`src/rtl/dpbt_pkg.sv`:
```
package dpbt_pkg;

    // Default width of the word counter.
    localparam int DEF_WORD_INDEX_BITS = 32;

    localparam int DATA_W       = 64;
    localparam int COUNT_W      = 32;
    localparam int PAGE_LOG2_W  = 5;
    localparam int CFG_INDEX_W  = 2;
    localparam int BYTE_SHIFT   = 3;

    localparam logic [PAGE_LOG2_W-1:0] MAX_PAGE_LOG2   = 5'd20;
    localparam logic [PAGE_LOG2_W-1:0] PAGE_LOG2_RESET = 5'd9;

    localparam logic MODE_GENERATE = 1'b0;
    localparam logic MODE_CHECK    = 1'b1;

    typedef enum logic [CFG_INDEX_W-1:0] {
        CFG_MODE      = 2'd0,
        CFG_PAGE_LOG2 = 2'd1,
        CFG_BASE_ADDR = 2'd2
    } t_cfg_reg;

    typedef struct packed {
        logic                   mode;
        logic [PAGE_LOG2_W-1:0] page_log2;
        logic [DATA_W-1:0]      base_address;
    } t_cfg;

    typedef struct packed {
        logic [DATA_W-1:0] word_a;
        logic [DATA_W-1:0] word_b;
        logic              page_marked;
        logic              last;
    } t_item;

endpackage

```
`src/rtl/dpbt_core.sv`:
```
module dpbt_core
    import dpbt_pkg::*;
#(
    parameter int WORD_INDEX_BITS = DEF_WORD_INDEX_BITS
) (
    input  logic               i_clk,
    input  logic               i_rst_n,
    input  t_cfg               i_cfg,
    input  logic               i_item_valid,
    input  t_item              i_item,
    output logic               o_take,
    output logic               o_out_valid,
    input  logic               i_out_ready,
    output logic [COUNT_W-1:0] o_page_index,
    output logic               o_dirty_flag,
    output logic [COUNT_W-1:0] o_dirty_total,
    output logic               o_error_found,
    output logic [DATA_W-1:0]  o_error_address,
    output logic               o_end_of_region
);

    localparam logic [5:0] IDX_BITS = 6'(WORD_INDEX_BITS);

    logic [WORD_INDEX_BITS-1:0] r_word_counter;
    logic                       r_cur_dirty;
    logic [COUNT_W-1:0]         r_dirty_count;
    logic                       r_err;
    logic [DATA_W-1:0]          r_err_addr;

    logic                       r_out_valid;
    logic [COUNT_W-1:0]         r_page_index;
    logic                       r_out_dirty;
    logic [COUNT_W-1:0]         r_out_total;
    logic                       r_out_err;
    logic [DATA_W-1:0]          r_out_err_addr;
    logic                       r_out_end;

    logic                       n_cur_dirty;
    logic [COUNT_W-1:0]         n_dirty_count;
    logic                       n_err;
    logic [DATA_W-1:0]          n_err_addr;
    logic [WORD_INDEX_BITS-1:0] in_page_mask;
    logic                       page_end;
    logic                       emit;
    logic                       differs;
    logic [DATA_W-1:0]          idx_ext;
    logic [DATA_W-1:0]          idx_shifted;

    assign o_take = i_item_valid && (!r_out_valid || i_out_ready);

    always_comb begin
        in_page_mask = ~({WORD_INDEX_BITS{1'b1}} << i_cfg.page_log2);
        // A page longer than the counter never reaches its end.
        page_end = ((r_word_counter & in_page_mask) == in_page_mask)
                   && ({1'b0, i_cfg.page_log2} <= IDX_BITS);
        emit        = page_end || i_item.last;
        differs     = i_item.word_a != i_item.word_b;
        idx_ext     = DATA_W'(r_word_counter);
        idx_shifted = idx_ext >> i_cfg.page_log2;

        n_cur_dirty   = r_cur_dirty;
        n_dirty_count = r_dirty_count;
        n_err         = r_err;
        n_err_addr    = r_err_addr;
        if (differs) begin
            if (!r_cur_dirty) begin
                n_cur_dirty   = 1'b1;
                n_dirty_count = r_dirty_count + 1'b1;
            end
            if (i_cfg.mode == MODE_CHECK && !i_item.page_marked && !r_err) begin
                n_err      = 1'b1;
                n_err_addr = i_cfg.base_address + (idx_ext << BYTE_SHIFT);
            end
        end
    end

    always_ff @(posedge i_clk) begin
        if (!i_rst_n) begin
            r_word_counter <= '0;
            r_cur_dirty    <= 1'b0;
            r_dirty_count  <= '0;
            r_err          <= 1'b0;
            r_err_addr     <= '0;
            r_out_valid    <= 1'b0;
        end else begin
            if (o_take && emit) begin
                r_out_valid <= 1'b1;
            end else if (i_out_ready) begin
                r_out_valid <= 1'b0;
            end
            if (o_take) begin
                if (i_item.last) begin
                    r_word_counter <= '0;
                    r_cur_dirty    <= 1'b0;
                    r_dirty_count  <= '0;
                    r_err          <= 1'b0;
                    r_err_addr     <= '0;
                end else begin
                    r_word_counter <= r_word_counter + 1'b1;
                    r_cur_dirty    <= page_end ? 1'b0 : n_cur_dirty;
                    r_dirty_count  <= n_dirty_count;
                    r_err          <= n_err;
                    r_err_addr     <= n_err_addr;
                end
            end
        end
    end

    always_ff @(posedge i_clk) begin
        if (o_take && emit) begin
            r_page_index   <= idx_shifted[COUNT_W-1:0];
            r_out_dirty    <= n_cur_dirty;
            r_out_total    <= n_dirty_count;
            r_out_err      <= n_err;
            r_out_err_addr <= n_err_addr;
            r_out_end      <= i_item.last;
        end
    end

    assign o_out_valid     = r_out_valid;
    assign o_page_index    = r_page_index;
    assign o_dirty_flag    = r_out_dirty;
    assign o_dirty_total   = r_out_total;
    assign o_error_found   = r_out_err;
    assign o_error_address = r_out_err_addr;
    assign o_end_of_region = r_out_end;

endmodule

```
`src/rtl/dirty_page_bitmap_tracker.sv`:
```
// Dirty page bitmap tracker. Word pairs from two memory images arrive in
// address order, one transaction per word, and are grouped into pages of
// 2^page_words_log2 words. At the last word of each page, and at the word
// flagged last, one result transaction reports the page index, whether any
// word of that page differed, and the running dirty page count; in check
// mode it also reports the first differing word whose page bit was clear,
// with its byte address. The block takes one word every clock cycle while
// results are taken, and each result is registered: the word sits in the
// input register while the compare and update logic, which also updates
// the core state (word counter, dirty flag, counts), feeds the result
// register. While a result waits, the input register still takes one more
// word if it is empty; after that the input stalls until the result is
// taken. Configuration must be written only while no transaction is in
// flight; page sizes above 2^20 words are saturated at write time.
module dirty_page_bitmap_tracker
    import dpbt_pkg::*;
#(
    parameter int WORD_INDEX_BITS = DEF_WORD_INDEX_BITS
) (
    input  logic                   i_clk,
    input  logic                   i_rst_n,

    // Configuration write port.
    input  logic                   i_cfg_we,
    input  logic [CFG_INDEX_W-1:0] i_cfg_index,
    input  logic [DATA_W-1:0]      i_cfg_data,

    // Word pair input channel.
    input  logic                   i_in_valid,
    output logic                   o_in_ready,
    input  logic [DATA_W-1:0]      i_word_a,
    input  logic [DATA_W-1:0]      i_word_b,
    input  logic                   i_page_marked,
    input  logic                   i_last,

    // Page result channel.
    output logic                   o_out_valid,
    input  logic                   i_out_ready,
    output logic [COUNT_W-1:0]     o_page_index,
    output logic                   o_dirty_flag,
    output logic [COUNT_W-1:0]     o_dirty_total,
    output logic                   o_error_found,
    output logic [DATA_W-1:0]      o_error_address,
    output logic                   o_end_of_region
);

    t_cfg  r_cfg;
    logic  r_in_valid;
    t_item r_item;
    logic  take;

    // Configuration registers. Unused indexes are ignored.
    always_ff @(posedge i_clk) begin
        if (!i_rst_n) begin
            r_cfg.mode         <= MODE_GENERATE;
            r_cfg.page_log2    <= PAGE_LOG2_RESET;
            r_cfg.base_address <= '0;
        end else if (i_cfg_we) begin
            unique case (i_cfg_index)
                CFG_MODE: begin
                    r_cfg.mode <= i_cfg_data[0];
                end
                CFG_PAGE_LOG2: begin
                    r_cfg.page_log2 <= (i_cfg_data[PAGE_LOG2_W-1:0] > MAX_PAGE_LOG2)
                                       ? MAX_PAGE_LOG2 : i_cfg_data[PAGE_LOG2_W-1:0];
                end
                CFG_BASE_ADDR: begin
                    r_cfg.base_address <= i_cfg_data;
                end
                default: begin
                end
            endcase
        end
    end

    // The input register accepts a new word whenever it is empty or its
    // current word moves into the core in the same cycle.
    assign o_in_ready = !r_in_valid || take;

    always_ff @(posedge i_clk) begin
        if (!i_rst_n) begin
            r_in_valid <= 1'b0;
        end else if (o_in_ready) begin
            r_in_valid <= i_in_valid;
        end
    end

    always_ff @(posedge i_clk) begin
        if (o_in_ready && i_in_valid) begin
            r_item.word_a      <= i_word_a;
            r_item.word_b      <= i_word_b;
            r_item.page_marked <= i_page_marked;
            r_item.last        <= i_last;
        end
    end

    dpbt_core #(
        .WORD_INDEX_BITS (WORD_INDEX_BITS)
    ) u_core (
        .i_clk           (i_clk),
        .i_rst_n         (i_rst_n),
        .i_cfg           (r_cfg),
        .i_item_valid    (r_in_valid),
        .i_item          (r_item),
        .o_take          (take),
        .o_out_valid     (o_out_valid),
        .i_out_ready     (i_out_ready),
        .o_page_index    (o_page_index),
        .o_dirty_flag    (o_dirty_flag),
        .o_dirty_total   (o_dirty_total),
        .o_error_found   (o_error_found),
        .o_error_address (o_error_address),
        .o_end_of_region (o_end_of_region)
    );

endmodule

```
`config.mk`:
```
export PLATFORM = sky130hd
export DESIGN_NAME = dirty_page_bitmap_tracker
export DESIGN_NICKNAME = d
export VERILOG_FILES = /design/src/rtl/dpbt_pkg.sv /design/src/rtl/dpbt_core.sv /design/src/rtl/dirty_page_bitmap_tracker.sv
export SDC_FILE = /design/constraint.sdc
export NUM_CORES = 1
export LEC_CHECK = 0
export ABC_AREA = 1
export BUFFER_PORTS_ARGS = -buffer_cell sky130_fd_sc_hd__buf_2
export CAP_MARGIN = 20
export CORE_MARGIN = 10
export CORE_UTILIZATION = 60
export CTS_BUF_LIST = sky130_fd_sc_hd__clkbuf_8
export DETAILED_ROUTE_END_ITERATION = 8
export GPL_TIMING_DRIVEN = 0
export PLACE_DENSITY = 0.86
export SKIP_CTS_REPAIR_TIMING = 1
export SLEW_MARGIN = 10
export SYNTH_ARGS = -nofsm -noshare
export SYNTH_HDL_FRONTEND = slang
export SYNTH_SLANG_ARGS = --single-unit
```
`constraint.sdc`:
```
create_clock -name i_clk -period 7.75 [get_ports i_clk]
set_input_delay 1.55 -clock i_clk [delete_from_list [all_inputs] [get_ports i_clk]]
set_output_delay 1.55 -clock i_clk [all_outputs]
set_load 0.01 [all_outputs]
```
# After elaboration in Yosys (flattened, before gate mapping)
# Index checks and enable logic that the tools add are counted.
[classes]
add_sub_neg = 3
mul = 0
div_mod_pow = 0
magnitude_cmp = 2
eq_ne = 4
shift = 2
muxes = 16
bitwise_logic = 2
reduce_logical = 18
[op_table]
columns = ["operator", "n"]
rows = [
  ["$mux W64", 3],
  ["$mux W32", 4],
  ["$add A32 B1 Y32 const B", 2],
  ["$add A64 B35 Y64", 1],
  ["$ne A64 B64 Y1", 1],
  ["$and A32 B32 Y32", 1],
  ["$eq A32 B32 Y1", 1],
  ["$not A32 Y32", 1],
  ["$shl A32 B5 Y32 const A", 1],
  ["$shr A32 B5 Y32", 1],
  ["$mux W1", 8],
  ["$le A5 B6 Y1 const B", 1],
  ["$logic_and A1 B1 Y1", 6],
  ["$reduce_and A2 Y1", 3],
  ["$gt A5 B5 Y1 const B", 1],
  ["$mux W5", 1],
  ["$logic_not A1 Y1", 4],
  ["$logic_or A1 B1 Y1", 3],
  ["$eq A2 B1 Y1 const B", 1],
  ["$eq A2 B2 Y1 const B", 1],
  ["$logic_not A2 Y1", 1],
  ["$reduce_bool A2 Y1", 1],
]
[word_totals]
regBits = 463
latch_bits = 0
ramBits = 0
romBits = 0
elab_cells = 67
memories = 0

# Depth between registers and ports, before layout
# Gate-level depths: netlist (run 1).
[depth]
ltp_word = 8
mapped_depth = 18

# Hierarchy
# From an unflattened synthesis (run 1), not the netlist that was laid out.
[hier_totals]
hier_cells = 3458
area_unflattened_um2 = 25376.8
[modules_own_cells]
columns = ["mod", "instances", "cells_each", "area_per_inst_um2", "seq_area_each_um2"]
rows = [
  ["dpbt_core", 1, 3009, 18884.4, 6556.3],
  ["dirty_page_bitmap_tracker", 1, 449, 6492.5, 5325.1],
]

# Worst setup path after synthesis (run 1)
# OpenSTA, ideal clock, no wires.
[synth_timing]
path_type = "input -> register"
start = "input i_out_ready"
end = "register u_core.r_out_dirty, in the netlist u_core.o_dirty_flag (enable)"
setup_ps = 496
arrival_ps = 5384
t_required_ps = 7254
path_slack_ps = 1870
stages = 10
n_path_buf = 1
cell_sequence = "inv_1 > a21oi_4 > inv_1 > clkbuf_1 > a21oi_1 > o211a_1 > nand4_1 > nor2_1 > nand2_1 > nand2_1"
[synth_between]
elab_chain_cells = 3
[synth_rtl]
columns = ["element", "line", "rtl"]
rows = [
  ["start, declared", "dirty_page_bitmap_tracker.sv:38", "input logic i_out_ready,"],
  ["$logic_or A1 B1 Y1", "dpbt_core.sv:49", "assign o_take = i_item_valid && (!r_out_valid || i_out_ready);"],
  ["$logic_and A1 B1 Y1", "dpbt_core.sv:49", ""],
  ["$logic_and A1 B1 Y1", "dpbt_core.sv:110", "if (o_take && emit) begin"],
  ["end signal, assigned", "dpbt_core.sv:112", "r_out_dirty <= n_cur_dirty;"],
  ["end, declared", "dpbt_core.sv:32", "logic r_out_dirty;"],
]
# No other way between the ends.
# A chain may end at the register's enable or synchronous reset.

# Worst setup path after layout (run 1)
[layout_timing]
start = "input i_out_ready"
end = "register u_core.r_out_err_addr[32], in the netlist u_core.o_error_address[32] (enable)"
[layout_between]
elab_chain_cells = 3
[layout_rtl]
columns = ["element", "line", "rtl"]
rows = [
  ["$logic_or A1 B1 Y1", "dpbt_core.sv:49", ""],
  ["$logic_and A1 B1 Y1", "dpbt_core.sv:49", ""],
  ["$logic_and A1 B1 Y1", "dpbt_core.sv:110", ""],
  ["end signal, assigned", "dpbt_core.sv:115", "r_out_err_addr <= n_err_addr;"],
  ["end, declared", "dpbt_core.sv:35", "logic [DATA_W-1:0] r_out_err_addr;"],
]
# No other way between the ends.

==> flow_summary.yaml, run 1 <==
floorplan:
  fp.dieH_um: 224.4
  core_um2: 41110
  rows: 74
  die_area_um2: 50350
  io_pins: 334
  floorplan.initialDensity: 0.6097
  die_x_um: 224.4
global_routing:
  antenna_found_initial: 16
  gr-total-overflow: 0
  gr-usage-met3: 0.06129
  busiest_layer: "met2"
  grt_pass1_vias: 23104
  grt_use_met2: 0.5337
  grt_pass1_wl_um: 128500
  grt_use_met1: 0.4197
  grt_max_degree: 68
  gr-usage-all-layers: 0.3275
cells_and_area:
  final_core_util: 0.7042
  fillers: 3389
  layout-drive-gt1-share: 0.1315
  final_cell_mix: "1127 x nand2_1, 475 x inv_1, 353 x buf_2"
  final_common_cell: "nand2_1"
  final_nets: 4048
  synthToLayoutAreaGrowth_pct: 15.50
clock_network:
  numCtsBuffers: 77
  clk_latency_ns: 0.66
  clock_path_buffers: 3
  cts_max_level: 3
  root_buffer: "clkbuf_8"
  cts.clk_slew.worst_paths_ns: 0.06
  cts_tree: "yes"
  cts.sinks: 463
sta:
  fin_setup_tns_ns: 0
  setup_viol: 0
  skew_ns: 0.04680
  finalHoldViolations: 0
  fmax_ghz: 0.2529
  finalCritPeriodShare: 0.5103
  slew_headroom: 0.3277
  worst_pin_slew_ns: 1.008
  rsz0062_at_grt: "no"
  min_period_ns: 3.955
  slew_viol_final: 0
drt:
  post-route-drc-count: 1
  wirelength_um: 85290
  drtPass1Iterations: 9
  vias: 24678
  drt_iter0_drc: 3064
  wire_per_inst_um: 19.29
  ant_nets: 0
  via_per_inst: 5.581
critical_path:
  critPathTopFamily: "buffers and inverters"
  rr_worst_depth: 12
  r2r-start: "r_cfg[65]"
  worst-path-stages: 13
  endpoint_kind: "register"
  cp_cell_sequence: "buf_2, inv_1, a21oi_4, inv_1, clkbuf_1, a21oi_1, o211a_1, nand4_1, nor2_1, nand2_1, nand2_4, buf_16, buf_16"
  path_buf_inv: 6
  worst_path_largest_cell_delay_ns: 0.39
  critPathKind: "in -> reg"
  slowest_stage: "nand2_4"
  cp_max_fo: 55
  required_ns: 8.06
  crit_path_start_kind: "primary input"
  crit_start: "i_out_ready"
  critical_path_arrival_ns: 4.27
pwr:
  peakVddDrop_mv: 0.1500
  power_density_nw_per_um2: 181.1
  power.leakage_nw: 13.38
place:
  hpwlAfterDp_um: 66370
  gp_routability_congestion: 1.017
  port_buffers: 333
yosys:
  avgSynthCellArea_um2: 7.380
  ys_ff_latch: 463
  async_flop_share: 0
  ys_seq_area_frac: 0.4740
  synth_flop_cell: "edfxtp_1"
  yosysWarnings: 0
  netlist_instances: 3396
  netlist_area_um2: 25060
  synthDistinctLibCells: 54
  synth_nets: 3632
  synth_edf_count: 261
min_path:
  min_path_type: "reg -> reg"
  min_from: "r_item[0]"
  hold_depth: 0
status:
  violations: "design-rule violations"
  status: "finished, violations left"
flow_run:
  maxCapViolations: 0
[per-layer routing]
layer,wire (um),part of all wire
met5,26,0.00030
met2,40010,0.47
met4,3576,0.042
met1,33580,0.39
met3,8095,0.095
[report_power, final]
group	switching, W	leakage [nW]	internal, W
clock network	0.00102	0.832	0.00101
registers	0.0000548	4.09	0.00269
logic	0.000316	8.45	0.000150
[final timing paths]
check                                     to  slack, ns
hold / removal        u_core.o_end_of_region       0.46
setup reg to reg  u_core.o_error_address[32]       4.43
hold reg to reg       u_core.o_end_of_region       0.46
setup / recovery  u_core.o_error_address[32]       3.80
[cell families (layout without fill, tap and decap cells)]
logic type / after synthesis / count (layout) / synth area share
AOI/OAI and AO/OA: 481 / 481 / 0.1028
adders and majority gates: 35 / 35 / 0.01777
muxes: 9 / 9 / 0.003594
buffers and inverters: 570 / 1046 / 0.08766
DFF: 463 / 463 / 0.4740
and+or+nand+nor: 1761 / 1761 / 0.2872
other: 0 / 18 / 0
xor gates and xnor gates: 77 / 77 / 0.02691
[metrics by stage]
stage	instances	worst slack (ns)	power, W	area (um^2)	hold WS (ns)
6_report	4422	3.795	0.005242	28950	0.4579
5_1_grt	4422	3.580	0.005409	28950	0.4663
4_1_cts	4404	3.873	0.005228	28900	0.4533
3_5_place_dp	4265	3.211	0.003242	27500	0.4440
3_3_place_gp	4261	0.2566	0.003230	27400	0.4289
2_1_floorplan	3396	1.870	0.003041	25060	0.4244
[cell type report]
type | count | area [um^2] | area share
Multi-Input combinational cell | 2363 | 10990 | 0.3797
Clock buffer | 81 | 1115 | 0.03851
Tap cell | 532 | 665.6 | 0.02299
Clock inverter | 58 | 292.8 | 0.01011
Buffer | 114 | 485.5 | 0.01677
Inverter | 456 | 1717 | 0.05930
Sequential cell | 463 | 11880 | 0.4104
Antenna cell | 18 | 45.04 | 0.001556
Timing Repair Buffer | 337 | 1754 | 0.06060
[state kept, by name, summed over array words and instances (netlist names)]
name                    count
r_cfg                      70
r_in_valid                  1
r_item                    130
u_core.o_dirty_flag         1
u_core.o_dirty_total       32
u_core.o_end_of_region      1
u_core.o_error_address     64
u_core.o_error_found        1
u_core.o_out_valid          1
u_core.o_page_index        32
u_core.r_cur_dirty          1
u_core.r_dirty_count       32
u_core.r_err                1
u_core.r_err_addr          64
u_core.r_word_counter      32
[worst reg2reg max path, cell delays in order (launching register included)]
cell and delay [ns]:
dfxtp_1 0.30, buf_2 0.19, nor2_1 0.16, inv_1 0.17, o21ai_0 0.33, o22ai_1 0.13
nor2_1 0.12, o211ai_1 0.12, o21ai_0 0.25, nand2_1 0.17, nand2_4 0.39, buf_16 0.31
buf_16 0.29
[synth_stat cells, drive strengths merged, types with 2 or more instances]
library cell,instances,area share
nand2,1133,0.17
inv,455,0.068
nor2,350,0.053
edfxtp,261,0.31
o21ai,244,0.049
dfxtp,202,0.16
a21oi,177,0.036
nand3,135,0.028
clkbuf,78,0.012
xor2,58,0.020
nor3,45,0.010
nand4,37,0.0092
buf,36,0.0075
ha,34,0.017
and2,22,0.0055
o211ai,19,0.0057
xnor2,19,0.0066
or2,15,0.0037
nand3b,14,0.0042
mux2i,9,0.0036
a31oi,8,0.0020
nor4,8,0.0020
a221oi,6,0.0021
a211oi,4,0.0012
a21boi,4,0.0012
o21bai,4,0.0012
o22ai,3,0.00075
o21a,2,0.00060
o221ai,2,0.00070
o311ai,2,0.00070
Note: power is estimated with default switching activity, not from simulation.
==> run 2: changes to the inputs <==
--- a/config.mk
+++ b/config.mk
@@ -5,15 +5,15 @@
 export SDC_FILE = /design/constraint.sdc
 export NUM_CORES = 1
 export LEC_CHECK = 0
-export ABC_AREA = 1
+export ABC_AREA = 0
 export BUFFER_PORTS_ARGS = -buffer_cell sky130_fd_sc_hd__buf_2
 export CAP_MARGIN = 20
 export CORE_MARGIN = 10
-export CORE_UTILIZATION = 60
+export CORE_UTILIZATION = 53
 export CTS_BUF_LIST = sky130_fd_sc_hd__clkbuf_8
 export DETAILED_ROUTE_END_ITERATION = 8
 export GPL_TIMING_DRIVEN = 0
-export PLACE_DENSITY = 0.86
+export PLACE_DENSITY = 0.81
 export SKIP_CTS_REPAIR_TIMING = 1
 export SLEW_MARGIN = 10
 export SYNTH_ARGS = -nofsm -noshare
==> constraint.sdc (replaced) <==
create_clock -name i_clk -period 3.5 [get_ports i_clk]
set_input_delay 0.7 -clock i_clk [delete_from_list [all_inputs] [get_ports i_clk]]
set_output_delay 0.7 -clock i_clk [all_outputs]
set_load 0.01 [all_outputs]
==> flow_summary.yaml, run 2 <==
cells_and_area:
  synthToLayoutAreaGrowth_pct: 19.03
  final_nets: 2728
  layout-drive-gt1-share: 0.2109
  final_common_cell: "nand2_1"
  largest_registers: "r_item x130, r_cfg x70"
  final_cell_mix: "399 x nand2_1, 338 x buf_2, 261 x edfxtp_1"
  final_core_util: 0.6410
  largest_register: "r_item"
  final_area_um2: 25640
  largest_reg_flops: 130
yosys:
  synth_area_leaders: "edfxtp_1 36%, dfxtp_1 19%, nand2_1 7.0%"
  netlist.area_leader.share: 0.3638
  ys_top_cells_by_count: "400 x nand2_1, 261 x edfxtp_1, 202 x dfxtp_1"
  yosysWarnings: 0
  synth_nets: 2310
  synth_flop_cell: "edfxtp_1"
  synth_edf_count: 261
  ys_ff_latch: 463
  avgSynthCellArea_um2: 10.39
  netlist_area_um2: 21540
  yosysMostFrequentCell: "nand2_1"
  async_flop_share: 0
  ys_seq_area_frac: 0.5515
  netlist_instances: 2074
  synthDistinctLibCells: 79
  yosys.area.top_type: "edfxtp_1"
critical_path:
  r2r-end: "u_core.o_error_address[59]"
  r2r-start: "r_cfg[3]"
  crit_path_start_kind: "register"
  critical_path_arrival_ns: 3.77
  worst_path_largest_cell_delay_ns: 0.36
  cp_max_fo: 10
  rr_worst_depth: 15
  critPathKind: "reg -> reg"
  endpoint_kind: "register"
  cp_cell_sequence: "ha_2, inv_1, fa_2, nand2b_4, a21oi_4, o21ai_2, a211oi_2, o211ai_1, buf_4, a2111oi_4, buf_4, buf_6, o211ai_1, xor2_1, o21ai_0"
  slowest_stage: "dfxtp_2"
  critPathTopFamily: "compound AO/OA/AOI/OAI gates"
  required_ns: 3.86
  r2r_slack_ns: 0.1
  path_buf_inv: 4
global_routing:
  gr-total-overflow: 0
  grt_max_degree: 90
  grt_pass1_vias: 17727
  grt_pass1_wl_um: 94540
  gr-usage-all-layers: 0.2353
  antenna_found_initial: 8
floorplan:
  fp.dieH_um: 221.6
  floorplan.initialDensity: 0.5385
  io_pins: 334
  rows: 73
  die_x_um: 221.6
  die_area_um2: 49110
  core_um2: 40010
sta:
  finalHoldViolations: 0
  finalCritPeriodShare: 0.9718
  slew_headroom: 0.3404
  skew_ns: 0.03232
  fin_setup_tns_ns: 0
  worst_pin_slew_ns: 0.9894
  fmax_ghz: 0.2940
  hold_ws_ns: 0.2393
  min_period_ns: 3.401
  setup_viol: 0
  slew_viol_final: 0
min_path:
  hold_depth: 1
  hold_end: "r_item[0]"
  min_path_type: "in -> reg"
  min_from: "i_last"
clock_network:
  cts.clk_slew.worst_paths_ns: 0.06
  cts_tree: "yes"
  cts_max_level: 3
  clock_path_buffers: 3
  clk_latency_ns: 0.64
  cts.sinks: 463
  root_buffer: "clkbuf_8"
  numCtsBuffers: 74
place:
  gp_routability_congestion: 0.9474
  hpwlAfterDp_um: 45040
  port_buffers: 332
  place_area_um2: 23960
pwr:
  clkPwrFrac: 0.412
  p_seq_frac: 0.524
  cell_internal_pwr_w: 0.008789
  p_switching_w: 0.002658
  power_density_nw_per_um2: 446.4
  swShare: 0.2322
  combPwrFrac: 0.064
  peakVddDrop_mv: 0.4639
  power.leakage_nw: 9.717
  finalPower_w: 0.01145
drt:
  vias: 17477
  post-route-drc-count: 0
  wire_per_inst_um: 19.56
  wirelength_um: 60200
  drt_iter0_drc: 1433
  drtPass1Iterations: 6
  ant_nets: 0
  via_per_inst: 5.680
flow_run:
  maxCapViolations: 0
status:
  status: "complete, no violations"
run 2: worst max path at each step:
stage	cells past startpoint	slack (ns)	end	startpoint
6_report	15	0.1	u_core.o_error_address[59]	r_cfg[3]
5_1_grt	15	-0.01	u_core.o_error_address[61]	u_core.r_word_counter[0]
4_1_cts	13	-0.51	u_core.o_error_address[63]	u_core.r_word_counter[0]
3_5_place_dp	9	-0.47	u_core.r_err_addr[33]	r_item[57]
3_3_place_gp	13	-0.44	u_core.o_error_address[55]	u_core.r_word_counter[0]
2_1_floorplan	13	0.33	u_core.o_error_address[53]	u_core.r_word_counter[0]
run 2: logic make-up (layout without fill, tap and decap cells):
group | after synthesis | after routing | share of synthesized area
AO/OA/AOI/OAI | 473 | 473 | 0.1408
XOR/XNOR | 180 | 180 | 0.07318
adder cells (fa/ha/maj) | 36 | 36 | 0.02114
buffers and inverters | 155 | 627 | 0.03003
flip-flops | 463 | 463 | 0.5515
multiplexers | 52 | 52 | 0.03316
other | 0 | 6 | 0
AND/OR/NAND/NOR | 715 | 715 | 0.1501
run 2: metrics by stage:
step | cells | worst slack, ns
6_report | 3077 | 0.09876
3_3_place_gp | 2931 | -0.4436
5_1_grt | 3074 | -0.01456
3_5_place_dp | 2934 | -0.4736
4_1_cts | 3064 | -0.5095
2_1_floorplan | 2074 | 0.3317
run 2: layout make-up:
cell class	count	area, um^2
Sequential cell	463	11890
Clock buffer	81	1115
Inverter	21	78.83
Fill cell	3119	14360
Tap cell	525	656.9
Multi-Input combinational cell	1456	9125
Clock inverter	49	381.6
Buffer	132	570.5
Timing Repair Buffer	344	1812
Antenna cell	6	15.01
run 2: power by group through the flow:
stage	clock network, W	logic (W)	registers, W
floorplan	0	0.000381	0.00611
global placement	0	0.000691	0.00611
detailed placement	0	0.000719	0.00611
CTS	0.00480	0.000725	0.00599
global route	0.00508	0.000803	0.00600
finish	0.00472	0.000734	0.00599
run 2: routing by layer:
metal,up-vias,global-route usage,routed length [um]
li1,8258,-,-
met1,8360,0.2827,24060
met2,725,0.4030,29910
met3,130,0.05220,4365
met4,4,0.09119,1840
met5,-,0,26
